`src/design/ipm_pkg.sv`:
```
// Package: shared sizes, request and status codes, and payload types.
`timescale 1ns / 1ps
package ipm_pkg;

    // Capacity of each coefficient list
    localparam int MAX_TERMS    = 16;
    localparam int IDX_W        = (MAX_TERMS > 1) ? $clog2(MAX_TERMS) : 1;
    localparam int CNT_W        = $clog2(MAX_TERMS + 1);
    localparam int COEF_W       = 16;
    localparam int PROD_W       = 2 * COEF_W;
    localparam int ACC_W        = 36;
    localparam int K_W          = 5;
    localparam int CMP_W        = ((CNT_W + 1 > K_W) ? CNT_W + 1 : K_W) + 1;
    localparam int RESULT_LIMIT = 31;

    // Request codes
    localparam logic [1:0] REQ_LOAD_FIRST  = 2'd0;
    localparam logic [1:0] REQ_LOAD_SECOND = 2'd1;
    localparam logic [1:0] REQ_COMPUTE     = 2'd2;

    // Result status codes
    localparam logic [1:0] STATUS_OK      = 2'd0;
    localparam logic [1:0] STATUS_EMPTY   = 2'd1;
    localparam logic [1:0] STATUS_DROPPED = 2'd2;

    typedef struct packed {
        logic        [1:0]        req_type;
        logic signed [COEF_W-1:0] coef_value;
    } t_ipm_req;

    typedef struct packed {
        logic signed [ACC_W-1:0] product_coef;
        logic        [K_W-1:0]   coef_index;
        logic                    last_coef;
        logic        [1:0]       status;
    } t_ipm_result;

    // Controller to datapath
    typedef struct packed {
        logic             load_first;
        logic             load_second;
        logic             acc_clear;
        logic             issue;
        logic [IDX_W-1:0] first_addr;
        logic [IDX_W-1:0] second_addr;
        logic             emit;
        logic             emit_empty;
        logic             last;
        logic [K_W-1:0]   index;
    } t_ipm_cmd;

    // Datapath to controller
    typedef struct packed {
        logic [CNT_W-1:0] first_count;
        logic [CNT_W-1:0] second_count;
    } t_ipm_stat;

endpackage

```
`src/design/ipm_datapath.sv`:
```
// Datapath: coefficient memories, list counts, multiply-accumulate pipeline, result register.
`timescale 1ns / 1ps
module ipm_datapath
    import ipm_pkg::*;
(
    input  logic                    i_clk,
    input  logic                    i_rst_n,
    input  t_ipm_cmd                i_cmd,
    input  logic signed [COEF_W-1:0] i_coef,
    output t_ipm_stat               o_stat,
    output t_ipm_result             o_result,
    output logic                    o_valid
);

    logic signed [COEF_W-1:0] r_first_mem  [MAX_TERMS];
    logic signed [COEF_W-1:0] r_second_mem [MAX_TERMS];
    logic [CNT_W-1:0]         r_first_count;
    logic [CNT_W-1:0]         r_second_count;
    logic                     r_dropped;
    logic signed [COEF_W-1:0] r_a;
    logic signed [COEF_W-1:0] r_b;
    logic                     r_v1;
    logic signed [PROD_W-1:0] r_prod;
    logic                     r_v2;
    logic signed [ACC_W-1:0]  r_acc;
    t_ipm_result              r_result;
    logic                     r_valid;
    logic                     w_first_full;
    logic                     w_second_full;
    logic                     w_clear_lists;

    assign w_first_full  = (r_first_count  == CNT_W'(MAX_TERMS));
    assign w_second_full = (r_second_count == CNT_W'(MAX_TERMS));
    assign w_clear_lists = (i_cmd.emit && i_cmd.last) || i_cmd.emit_empty;

    // Write loaded coefficients into the lists
    always_ff @(posedge i_clk) begin
        if (i_cmd.load_first && !w_first_full) begin
            r_first_mem[r_first_count[IDX_W-1:0]] <= i_coef;
        end
        if (i_cmd.load_second && !w_second_full) begin
            r_second_mem[r_second_count[IDX_W-1:0]] <= i_coef;
        end
    end

    // Read both lists, registered
    always_ff @(posedge i_clk) begin
        if (i_cmd.issue) begin
            r_a <= r_first_mem[i_cmd.first_addr];
            r_b <= r_second_mem[i_cmd.second_addr];
        end
    end

    // Track list fill and the sticky drop flag
    always_ff @(posedge i_clk) begin
        if (!i_rst_n) begin
            r_first_count  <= '0;
            r_second_count <= '0;
            r_dropped      <= 1'b0;
        end else if (w_clear_lists) begin
            r_first_count  <= '0;
            r_second_count <= '0;
            r_dropped      <= 1'b0;
        end else begin
            if (i_cmd.load_first) begin
                if (w_first_full) begin
                    r_dropped <= 1'b1;
                end else begin
                    r_first_count <= r_first_count + CNT_W'(1);
                end
            end
            if (i_cmd.load_second) begin
                if (w_second_full) begin
                    r_dropped <= 1'b1;
                end else begin
                    r_second_count <= r_second_count + CNT_W'(1);
                end
            end
        end
    end

    // Advance the multiply pipeline valids
    always_ff @(posedge i_clk) begin
        if (!i_rst_n) begin
            r_v1 <= 1'b0;
            r_v2 <= 1'b0;
        end else begin
            r_v1 <= i_cmd.issue;
            r_v2 <= r_v1;
        end
    end

    // Multiply, then accumulate the sign-extended product
    always_ff @(posedge i_clk) begin
        r_prod <= r_a * r_b;
        if (i_cmd.acc_clear) begin
            r_acc <= '0;
        end else if (r_v2) begin
            r_acc <= r_acc + ACC_W'(r_prod);
        end
    end

    // Capture the result register
    always_ff @(posedge i_clk) begin
        if (i_cmd.emit_empty) begin
            r_result.product_coef <= '0;
            r_result.coef_index   <= '0;
            r_result.last_coef    <= 1'b1;
            r_result.status       <= STATUS_EMPTY;
        end else if (i_cmd.emit) begin
            r_result.product_coef <= r_acc;
            r_result.coef_index   <= i_cmd.index;
            r_result.last_coef    <= i_cmd.last;
            r_result.status       <= r_dropped ? STATUS_DROPPED : STATUS_OK;
        end
    end

    // Strobe each result for one cycle
    always_ff @(posedge i_clk) begin
        if (!i_rst_n) begin
            r_valid <= 1'b0;
        end else begin
            r_valid <= i_cmd.emit || i_cmd.emit_empty;
        end
    end

    assign o_stat.first_count  = r_first_count;
    assign o_stat.second_count = r_second_count;
    assign o_result            = r_result;
    assign o_valid             = r_valid;

endmodule

```
`src/design/ipm_ctrl.sv`:
```
// Controller: walks product coefficients and their terms, sequencing the datapath.
`timescale 1ns / 1ps
module ipm_ctrl
    import ipm_pkg::*;
(
    input  logic       i_clk,
    input  logic       i_rst_n,
    input  logic       i_accept,
    input  logic [1:0] i_req_type,
    input  t_ipm_stat  i_stat,
    output t_ipm_cmd   o_cmd,
    output logic       o_busy
);

    typedef enum logic [2:0] {
        S_IDLE,
        S_EMPTY,
        S_SETUP,
        S_ISSUE,
        S_DRAIN1,
        S_DRAIN2,
        S_EMIT
    } t_state;

    t_state           r_state;
    logic [K_W-1:0]   r_k;
    logic [K_W-1:0]   r_last_k;
    logic [IDX_W-1:0] r_j;
    logic [IDX_W-1:0] r_jhi;

    logic [CMP_W-1:0] w_k_e;
    logic [CMP_W-1:0] w_j_e;
    logic [CMP_W-1:0] w_fc_e;
    logic [CMP_W-1:0] w_sc_e;
    logic [CMP_W-1:0] w_jlo;
    logic [CMP_W-1:0] w_jhi;
    logic [CMP_W-1:0] w_len;
    logic [CMP_W-1:0] w_len_cap;
    logic [CMP_W-1:0] w_first_addr;
    logic             w_any_empty;

    // Term range for the current power: first index stays below its count
    assign w_k_e       = CMP_W'(r_k);
    assign w_j_e       = CMP_W'(r_j);
    assign w_fc_e      = CMP_W'(i_stat.first_count);
    assign w_sc_e      = CMP_W'(i_stat.second_count);
    assign w_jlo       = (w_k_e >= w_fc_e) ? (w_k_e - w_fc_e + CMP_W'(1)) : '0;
    assign w_jhi       = (w_k_e < w_sc_e - CMP_W'(1)) ? w_k_e : (w_sc_e - CMP_W'(1));
    assign w_len       = w_fc_e + w_sc_e - CMP_W'(1);
    assign w_len_cap   = (w_len > CMP_W'(RESULT_LIMIT)) ? CMP_W'(RESULT_LIMIT) : w_len;
    assign w_first_addr = w_k_e - w_j_e;
    assign w_any_empty = (i_stat.first_count == '0) || (i_stat.second_count == '0);

    // Hold state and counters
    always_ff @(posedge i_clk) begin
        if (!i_rst_n) begin
            r_state  <= S_IDLE;
            r_k      <= '0;
            r_last_k <= '0;
            r_j      <= '0;
            r_jhi    <= '0;
        end else begin
            case (r_state)
                S_IDLE: begin
                    if (i_accept && i_req_type == REQ_COMPUTE) begin
                        if (w_any_empty) begin
                            r_state <= S_EMPTY;
                        end else begin
                            r_state  <= S_SETUP;
                            r_k      <= '0;
                            r_last_k <= K_W'(w_len_cap - CMP_W'(1));
                        end
                    end
                end
                S_EMPTY: begin
                    r_state <= S_IDLE;
                end
                S_SETUP: begin
                    r_j     <= w_jlo[IDX_W-1:0];
                    r_jhi   <= w_jhi[IDX_W-1:0];
                    r_state <= S_ISSUE;
                end
                S_ISSUE: begin
                    if (r_j == r_jhi) begin
                        r_state <= S_DRAIN1;
                    end else begin
                        r_j <= r_j + IDX_W'(1);
                    end
                end
                S_DRAIN1: begin
                    r_state <= S_DRAIN2;
                end
                S_DRAIN2: begin
                    r_state <= S_EMIT;
                end
                S_EMIT: begin
                    if (r_k == r_last_k) begin
                        r_state <= S_IDLE;
                    end else begin
                        r_k     <= r_k + K_W'(1);
                        r_state <= S_SETUP;
                    end
                end
                default: begin
                    r_state <= S_IDLE;
                end
            endcase
        end
    end

    // Drive datapath commands
    always_comb begin
        o_cmd             = '0;
        o_cmd.load_first  = (r_state == S_IDLE) && i_accept && (i_req_type == REQ_LOAD_FIRST);
        o_cmd.load_second = (r_state == S_IDLE) && i_accept && (i_req_type == REQ_LOAD_SECOND);
        o_cmd.acc_clear   = (r_state == S_SETUP);
        o_cmd.issue       = (r_state == S_ISSUE);
        o_cmd.first_addr  = w_first_addr[IDX_W-1:0];
        o_cmd.second_addr = r_j;
        o_cmd.emit        = (r_state == S_EMIT);
        o_cmd.emit_empty  = (r_state == S_EMPTY);
        o_cmd.last        = (r_k == r_last_k);
        o_cmd.index       = r_k;
    end

    assign o_busy = (r_state != S_IDLE);

endmodule

```
`src/design/integer_polynomial_multiplier.sv`:
```
// Top level: integer polynomial multiplier with request port and result strobe.
`timescale 1ns / 1ps
// Load requests append one signed 16-bit coefficient to the first or second list
// (lowest power first); a load to a full list is dropped and flags status 2 on
// the next product. A compute request emits every product coefficient in
// ascending power, one result per o_valid pulse, with exact 36-bit sums; the
// receiver cannot stall, so each result must be taken in the cycle it is shown.
// One shared 16x16 multiplier walks the terms: for each coefficient k the
// controller steps through setup, one issue per term pair contributing to it,
// drain1, drain2 and emit. A compute with either list empty returns a single
// zero result with status 1. busy stays high from the accepted compute and
// drops in the cycle its final result is strobed; both lists are empty
// afterward. Request code 3 is ignored.
module integer_polynomial_multiplier
    import ipm_pkg::*;
(
    input  logic        i_clk,
    input  logic        i_rst_n,
    input  logic        start,
    output logic        busy,
    input  t_ipm_req    i_req,
    output t_ipm_result o_result,
    output logic        o_valid
);

    t_ipm_cmd  w_cmd;
    t_ipm_stat w_stat;
    logic      w_busy;
    logic      w_accept;

    assign w_accept = start && !w_busy;
    assign busy     = w_busy;

    ipm_ctrl u_ctrl (
        .i_clk      (i_clk),
        .i_rst_n    (i_rst_n),
        .i_accept   (w_accept),
        .i_req_type (i_req.req_type),
        .i_stat     (w_stat),
        .o_cmd      (w_cmd),
        .o_busy     (w_busy)
    );

    ipm_datapath u_datapath (
        .i_clk    (i_clk),
        .i_rst_n  (i_rst_n),
        .i_cmd    (w_cmd),
        .i_coef   (i_req.coef_value),
        .o_stat   (w_stat),
        .o_result (o_result),
        .o_valid  (o_valid)
    );

    // Result strobes are never back to back
    a_result_spacing: assert property (@(posedge i_clk) disable iff (!i_rst_n)
        o_valid |=> !o_valid)
        else $error("back-to-back result strobes");

    // An accepted compute makes the block busy
    a_compute_busy: assert property (@(posedge i_clk) disable iff (!i_rst_n)
        (start && !busy && i_req.req_type == REQ_COMPUTE) |=> busy)
        else $error("compute accepted without going busy");

    // Empty-operand result is a lone zero marked last
    a_empty_result: assert property (@(posedge i_clk) disable iff (!i_rst_n)
        (o_valid && o_result.status == STATUS_EMPTY) |->
            (o_result.last_coef && o_result.product_coef == '0
             && o_result.coef_index == '0))
        else $error("malformed empty-operand result");

    // Final result releases busy
    a_last_idle: assert property (@(posedge i_clk) disable iff (!i_rst_n)
        (o_valid && o_result.last_coef) |-> !busy)
        else $error("still busy at final result");

endmodule
```
`config.mk`:
```
export PLATFORM = sky130hd
export DESIGN_NAME = integer_polynomial_multiplier
export DESIGN_NICKNAME = d
export VERILOG_FILES = /design/src/design/ipm_pkg.sv /design/src/design/ipm_datapath.sv /design/src/design/ipm_ctrl.sv /design/src/design/integer_polynomial_multiplier.sv
export SDC_FILE = /design/constraint.sdc
export NUM_CORES = 2
export LEC_CHECK = 0
export BUFFER_PORTS_ARGS = -buffer_cell sky130_fd_sc_hd__buf_2
export CORE_UTILIZATION = 55
export DETAILED_ROUTE_END_ITERATION = 12
export PLACE_DENSITY = 0.85
export SLEW_MARGIN = 5
export SYNTH_ARGS = -nofsm -noshare
export SYNTH_HDL_FRONTEND = slang
export SYNTH_SLANG_ARGS = --single-unit
```
`constraint.sdc`:
```
create_clock -name i_clk -period 6.3 [get_ports i_clk]
set_clock_uncertainty 0.2 [all_clocks]
set_input_delay 0.945 -clock i_clk [delete_from_list [all_inputs] [get_ports i_clk]]
set_output_delay 0.945 -clock i_clk [all_outputs]
set_load 0.01 [all_outputs]
```
==> flow_results.org <==
** Status
- The flow ran to the end, and the final reports show no timing, DRC or antenna violations.

** GRT
- First-pass GRT wire length :: 138 mm
- Largest net degree at the start of global routing :: 69
- Initial antenna violation count :: 1
- Global routing finished with a remaining overflow of 0.
- Vias in the first global route :: 24141
- Global routing consumed, over all layers together, 26.0% of the routing resources.

** Detailed routing
- Avg WL per Cell :: 23.3 um
- Detail Route Antenna Nets :: 0
- Count of unresolved DRC violations after routing :: 0
- Wires add up to 91.0 mm.
- Summing over every cut layer, the via total after detailed routing is 23492.
- The first detailed-routing pass took 6 iterations.
- In the routed layout, each cell is associated on average with a via count of 6.01.
- 1st-iter DRT viols :: 2288

** Clock network
- The tree built by TritonCTS fans out to 691 sinks.
- The clock tree synthesis step divided the H-tree into 3 levels.
- The root buffer cell chosen for the clock tree is sky130_fd_sc_hd__clkbuf_16.
- Hold Buf Count CTS :: 0
- Number of buffers between clock root and the deepest sink :: 3
- After clock tree synthesis, the clock-pin slew on the worst setup and hold paths is 60 ps.
- TritonCTS clock tree :: done
- TritonCTS created 71 clock buffers.
- Latest clock arrival within the worst-skew pair :: 620 ps

** Timing
- The total count of hold-check failures in the final report came to 0.
- Setup violations remaining at the end of the flow were counted as 0.
- At the pin with the least slew margin, the transition time is 1270 ps.
- Final worst path period need :: 6290 ps
- Highest attainable clock frequency :: 159 MHz
- The tightest hold path in the finished design has a slack of 251 ps.
- In this run the tightest slew margin relative to its limit is 15.3%.
- Setup repair after global routing could not meet its margin everywhere.
- Max-slew violation total from the final report :: 0
- Of the available clock period, the critical path in the final layout requires 99.9%.
- Final Worst Setup Slack :: 7.00 ps

** Logic synthesis
- For this run, asynchronously set or reset flops after synthesis account for 0%.
- The synthesized design contains 544 enable-type register cells.
- Averaged over all synthesized cells, the footprint is 13.5 um2.
- Yosys printed 0 warnings.
- Most common flop cell mapped by yosys :: sky130_fd_sc_hd__edfxtp_1
- Library cells used by synthesis :: 71
- Gate Count Post-Synth :: 2818
- The mapped netlist covers 38000 um2.
- The number of nets in the synthesized netlist is 3257.
- The share of the Yosys chip area taken by registers is 50.7%.
- Seq cells post-synth :: 691

** Layout
- Proportion of layout cells with a drive suffix above 1 :: 16.2%
- Leading cell type in the layout, fill and taps excluded :: sky130_fd_sc_hd__edfxtp_1
- Area overhead of the layout relative to synthesis :: 11.6%
- Final Core Density :: 62.0%
- For this run, the post-layout net count is 3403.
- The library cells used most frequently in the layout, excluding fill and tap cells, are sky130_fd_sc_hd__edfxtp_1, sky130_fd_sc_hd__inv_1, sky130_fd_sc_hd__fa_1.
- The layout has 4758 filler cells.

** Setup path
- Crit start category :: flip-flop
- WP buf/inv :: 4
- The critical path goes through buf_6 > and2_4 > inv_1 > fa_1 > inv_1 > fa_2 > buf_12 > fa_1 > fa_1 > fa_1 > fa_1 > ha_1 > o21ai_1 > nand2b_1 > a21oi_2 > nor3b_1 > or3_1 > a21oi_1 > o31ai_2 > xnor2_1.
- The slowest stage of the critical path belongs to the cell sky130_fd_sc_hd__fa_2.
- On the critical path the largest part of the delay comes from adder cells.
- STA classifies the critical path endpoint as a flip-flop.
- The most numerous cell type found on the critical path is sky130_fd_sc_hd__fa_1.
- STA puts the critical path data arrival time at 6550 ps.
- The critical path is of the flip-flop to flip-flop type.
- The largest single stage delay on the critical path is 590 ps.
- Data required time of the critical path :: 6560 ps
- Along the worst path, the maximum fanout reaches 13.

** Die
- Placement row count :: 96
- The die is 265 um tall.
- For this configuration, the core starts out at a cell density of 55.6%.
- Top-level I/O count :: 67
- Horizontal extent of the die :: 265 um
- The die covers 70200 um2.
- The core region is 68500 um2.

** Placement
- Final weighted congestion of routability-driven global placement :: 0.912
- Detailed placement finished with a half-perimeter wire length of 58.1 mm.
- Buffers placed on the I/O ports in this run total 66.
- Timing analysis after detailed placement gives a worst setup slack of -3.60 ps.

** Run
- Count of max-cap constraint violations :: 0

** Power and ir drop
- Largest vdd supply drop :: 0.000289 V
- In this run the static leakage power is 16.7 nW.
- For this design the ratio of total power to cell area is 217 nW/um2.

** Min path
- Class of the tightest hold or removal check :: flip-flop to flip-flop
==> cell families after synthesis <==
logic type               share of synthesized area (%)
AO/OA/AOI/OAI                                     5.23
buffers and inverters                             4.57
flip-flops                                        50.7
multiplexers                                      9.74
XOR/XNOR                                          2.33
adder cells (fa/ha/maj)                           19.0
AND/OR/NAND/NOR                                   8.47
==> per-stage QoR <==
stage / std cells / power, mW / cell area, um2 / TNS, ps
after floorplan: 2818 / 5.18 / 38000 / 0
after global placement: 3737 / 5.28 / 39700 / 0
after detailed placement: 3737 / 5.29 / 39700 / -3.60
after CTS: 3885 / 9.22 / 42100 / 0
after global routing: 3904 / 9.42 / 42400 / -349
final: 3906 / 9.21 / 42400 / 0
==> tightest hold or removal path, cell delays in order, from the launching register on <==
cell and delay, ps:
sky130_fd_sc_hd__dfxtp_1 330, sky130_fd_sc_hd__nand2_1 60, sky130_fd_sc_hd__a21oi_1 50
==> final cells by class <==
cell class / count / area, um2 / area share [%]
timing repair buffer: 183 / 1290 / 3.05
antenna: 2 / 5.00 / 0.0118
sequential: 691 / 19300 / 45.4
clock buffer: 88 / 1870 / 4.41
multi-input combinational: 1668 / 17300 / 40.7
inverter: 349 / 1310 / 3.09
clock inverter: 43 / 313 / 0.737
tap: 882 / 1100 / 2.60
==> worst paths after layout <==
check	startpoint	endpoint	slack, ps	cells past startpoint
worst min-delay path	u_datapath.r_acc[5]	u_datapath.o_result[13]	250	2
worst max-delay path	u_datapath.r_a[15]	u_datapath.r_prod[31]	7	20
worst max register to register	u_datapath.r_a[15]	u_datapath.r_prod[31]	7	20
worst min register to register	u_datapath.r_acc[5]	u_datapath.o_result[13]	250	2
==> routing by layer <==
metal  vias up  GRT usage, %  part of all wire (%)
li1      10126             -                     -
met1     11857          31.9                    36
met2      1218          45.0                    51
met3       291          4.58                   7.7
met4         0          12.1                   4.6
met5         -             0                     0
==> sequential cells by signal (all words and copies together) (netlist names), 16 cells and up <==
register / cells
u_datapath.r_first_mem: 256
u_datapath.r_second_mem: 256
u_datapath.o_result: 44
u_datapath.r_acc: 36
u_datapath.r_prod: 32
u_datapath.r_a: 16
u_datapath.r_b: 16
==> report_power, final <==
| part | switching (mW) | internal (mW) | total [mW] |
|---|---|---|---|
| clock | 1.79 | 2.21 | 4.01 |
| combinational | 0.168 | 0.0843 | 0.252 |
| sequential | 0.0180 | 4.93 | 4.95 |
| total | 1.98 | 7.23 | 9.21 |
==> synthesized netlist by cell type (9+ instances only) <==
| library cell | number | area (um2) |
|---|---|---|
| sky130_fd_sc_hd__a211oi_1 | 30 | 225 |
| sky130_fd_sc_hd__a21o_1 | 30 | 225 |
| sky130_fd_sc_hd__a21oi_1 | 121 | 606 |
| sky130_fd_sc_hd__a31oi_1 | 13 | 81.3 |
| sky130_fd_sc_hd__and2_1 | 155 | 970 |
| sky130_fd_sc_hd__and3_1 | 15 | 93.8 |
| sky130_fd_sc_hd__buf_2 | 11 | 55.1 |
| sky130_fd_sc_hd__clkbuf_1 | 91 | 342 |
| sky130_fd_sc_hd__dfxtp_1 | 147 | 2940 |
| sky130_fd_sc_hd__edfxtp_1 | 544 | 16300 |
| sky130_fd_sc_hd__fa_1 | 266 | 5330 |
| sky130_fd_sc_hd__ha_1 | 152 | 1900 |
| sky130_fd_sc_hd__inv_1 | 348 | 1310 |
| sky130_fd_sc_hd__mux2i_1 | 46 | 460 |
| sky130_fd_sc_hd__mux4_2 | 144 | 3240 |
| sky130_fd_sc_hd__nand2_1 | 248 | 931 |
| sky130_fd_sc_hd__nand2b_1 | 20 | 125 |
| sky130_fd_sc_hd__nand3_1 | 17 | 85.1 |
| sky130_fd_sc_hd__nor2_1 | 98 | 368 |
| sky130_fd_sc_hd__nor2b_1 | 30 | 188 |
| sky130_fd_sc_hd__nor3_1 | 22 | 110 |
| sky130_fd_sc_hd__o21a_1 | 11 | 82.6 |
| sky130_fd_sc_hd__o21ai_0 | 41 | 205 |
| sky130_fd_sc_hd__o21bai_1 | 9 | 67.6 |
| sky130_fd_sc_hd__xnor2_1 | 74 | 648 |
| sky130_fd_sc_hd__xor2_1 | 27 | 236 |
==> timing repair <==
action,in CTS,in global routing
buffers inserted,17,19
resized for setup,6,42
pin swaps,0,20
cloned,0,0
endpoints found under the setup margin,4,8
No activity file was read; power rests on OpenSTA's default activity.
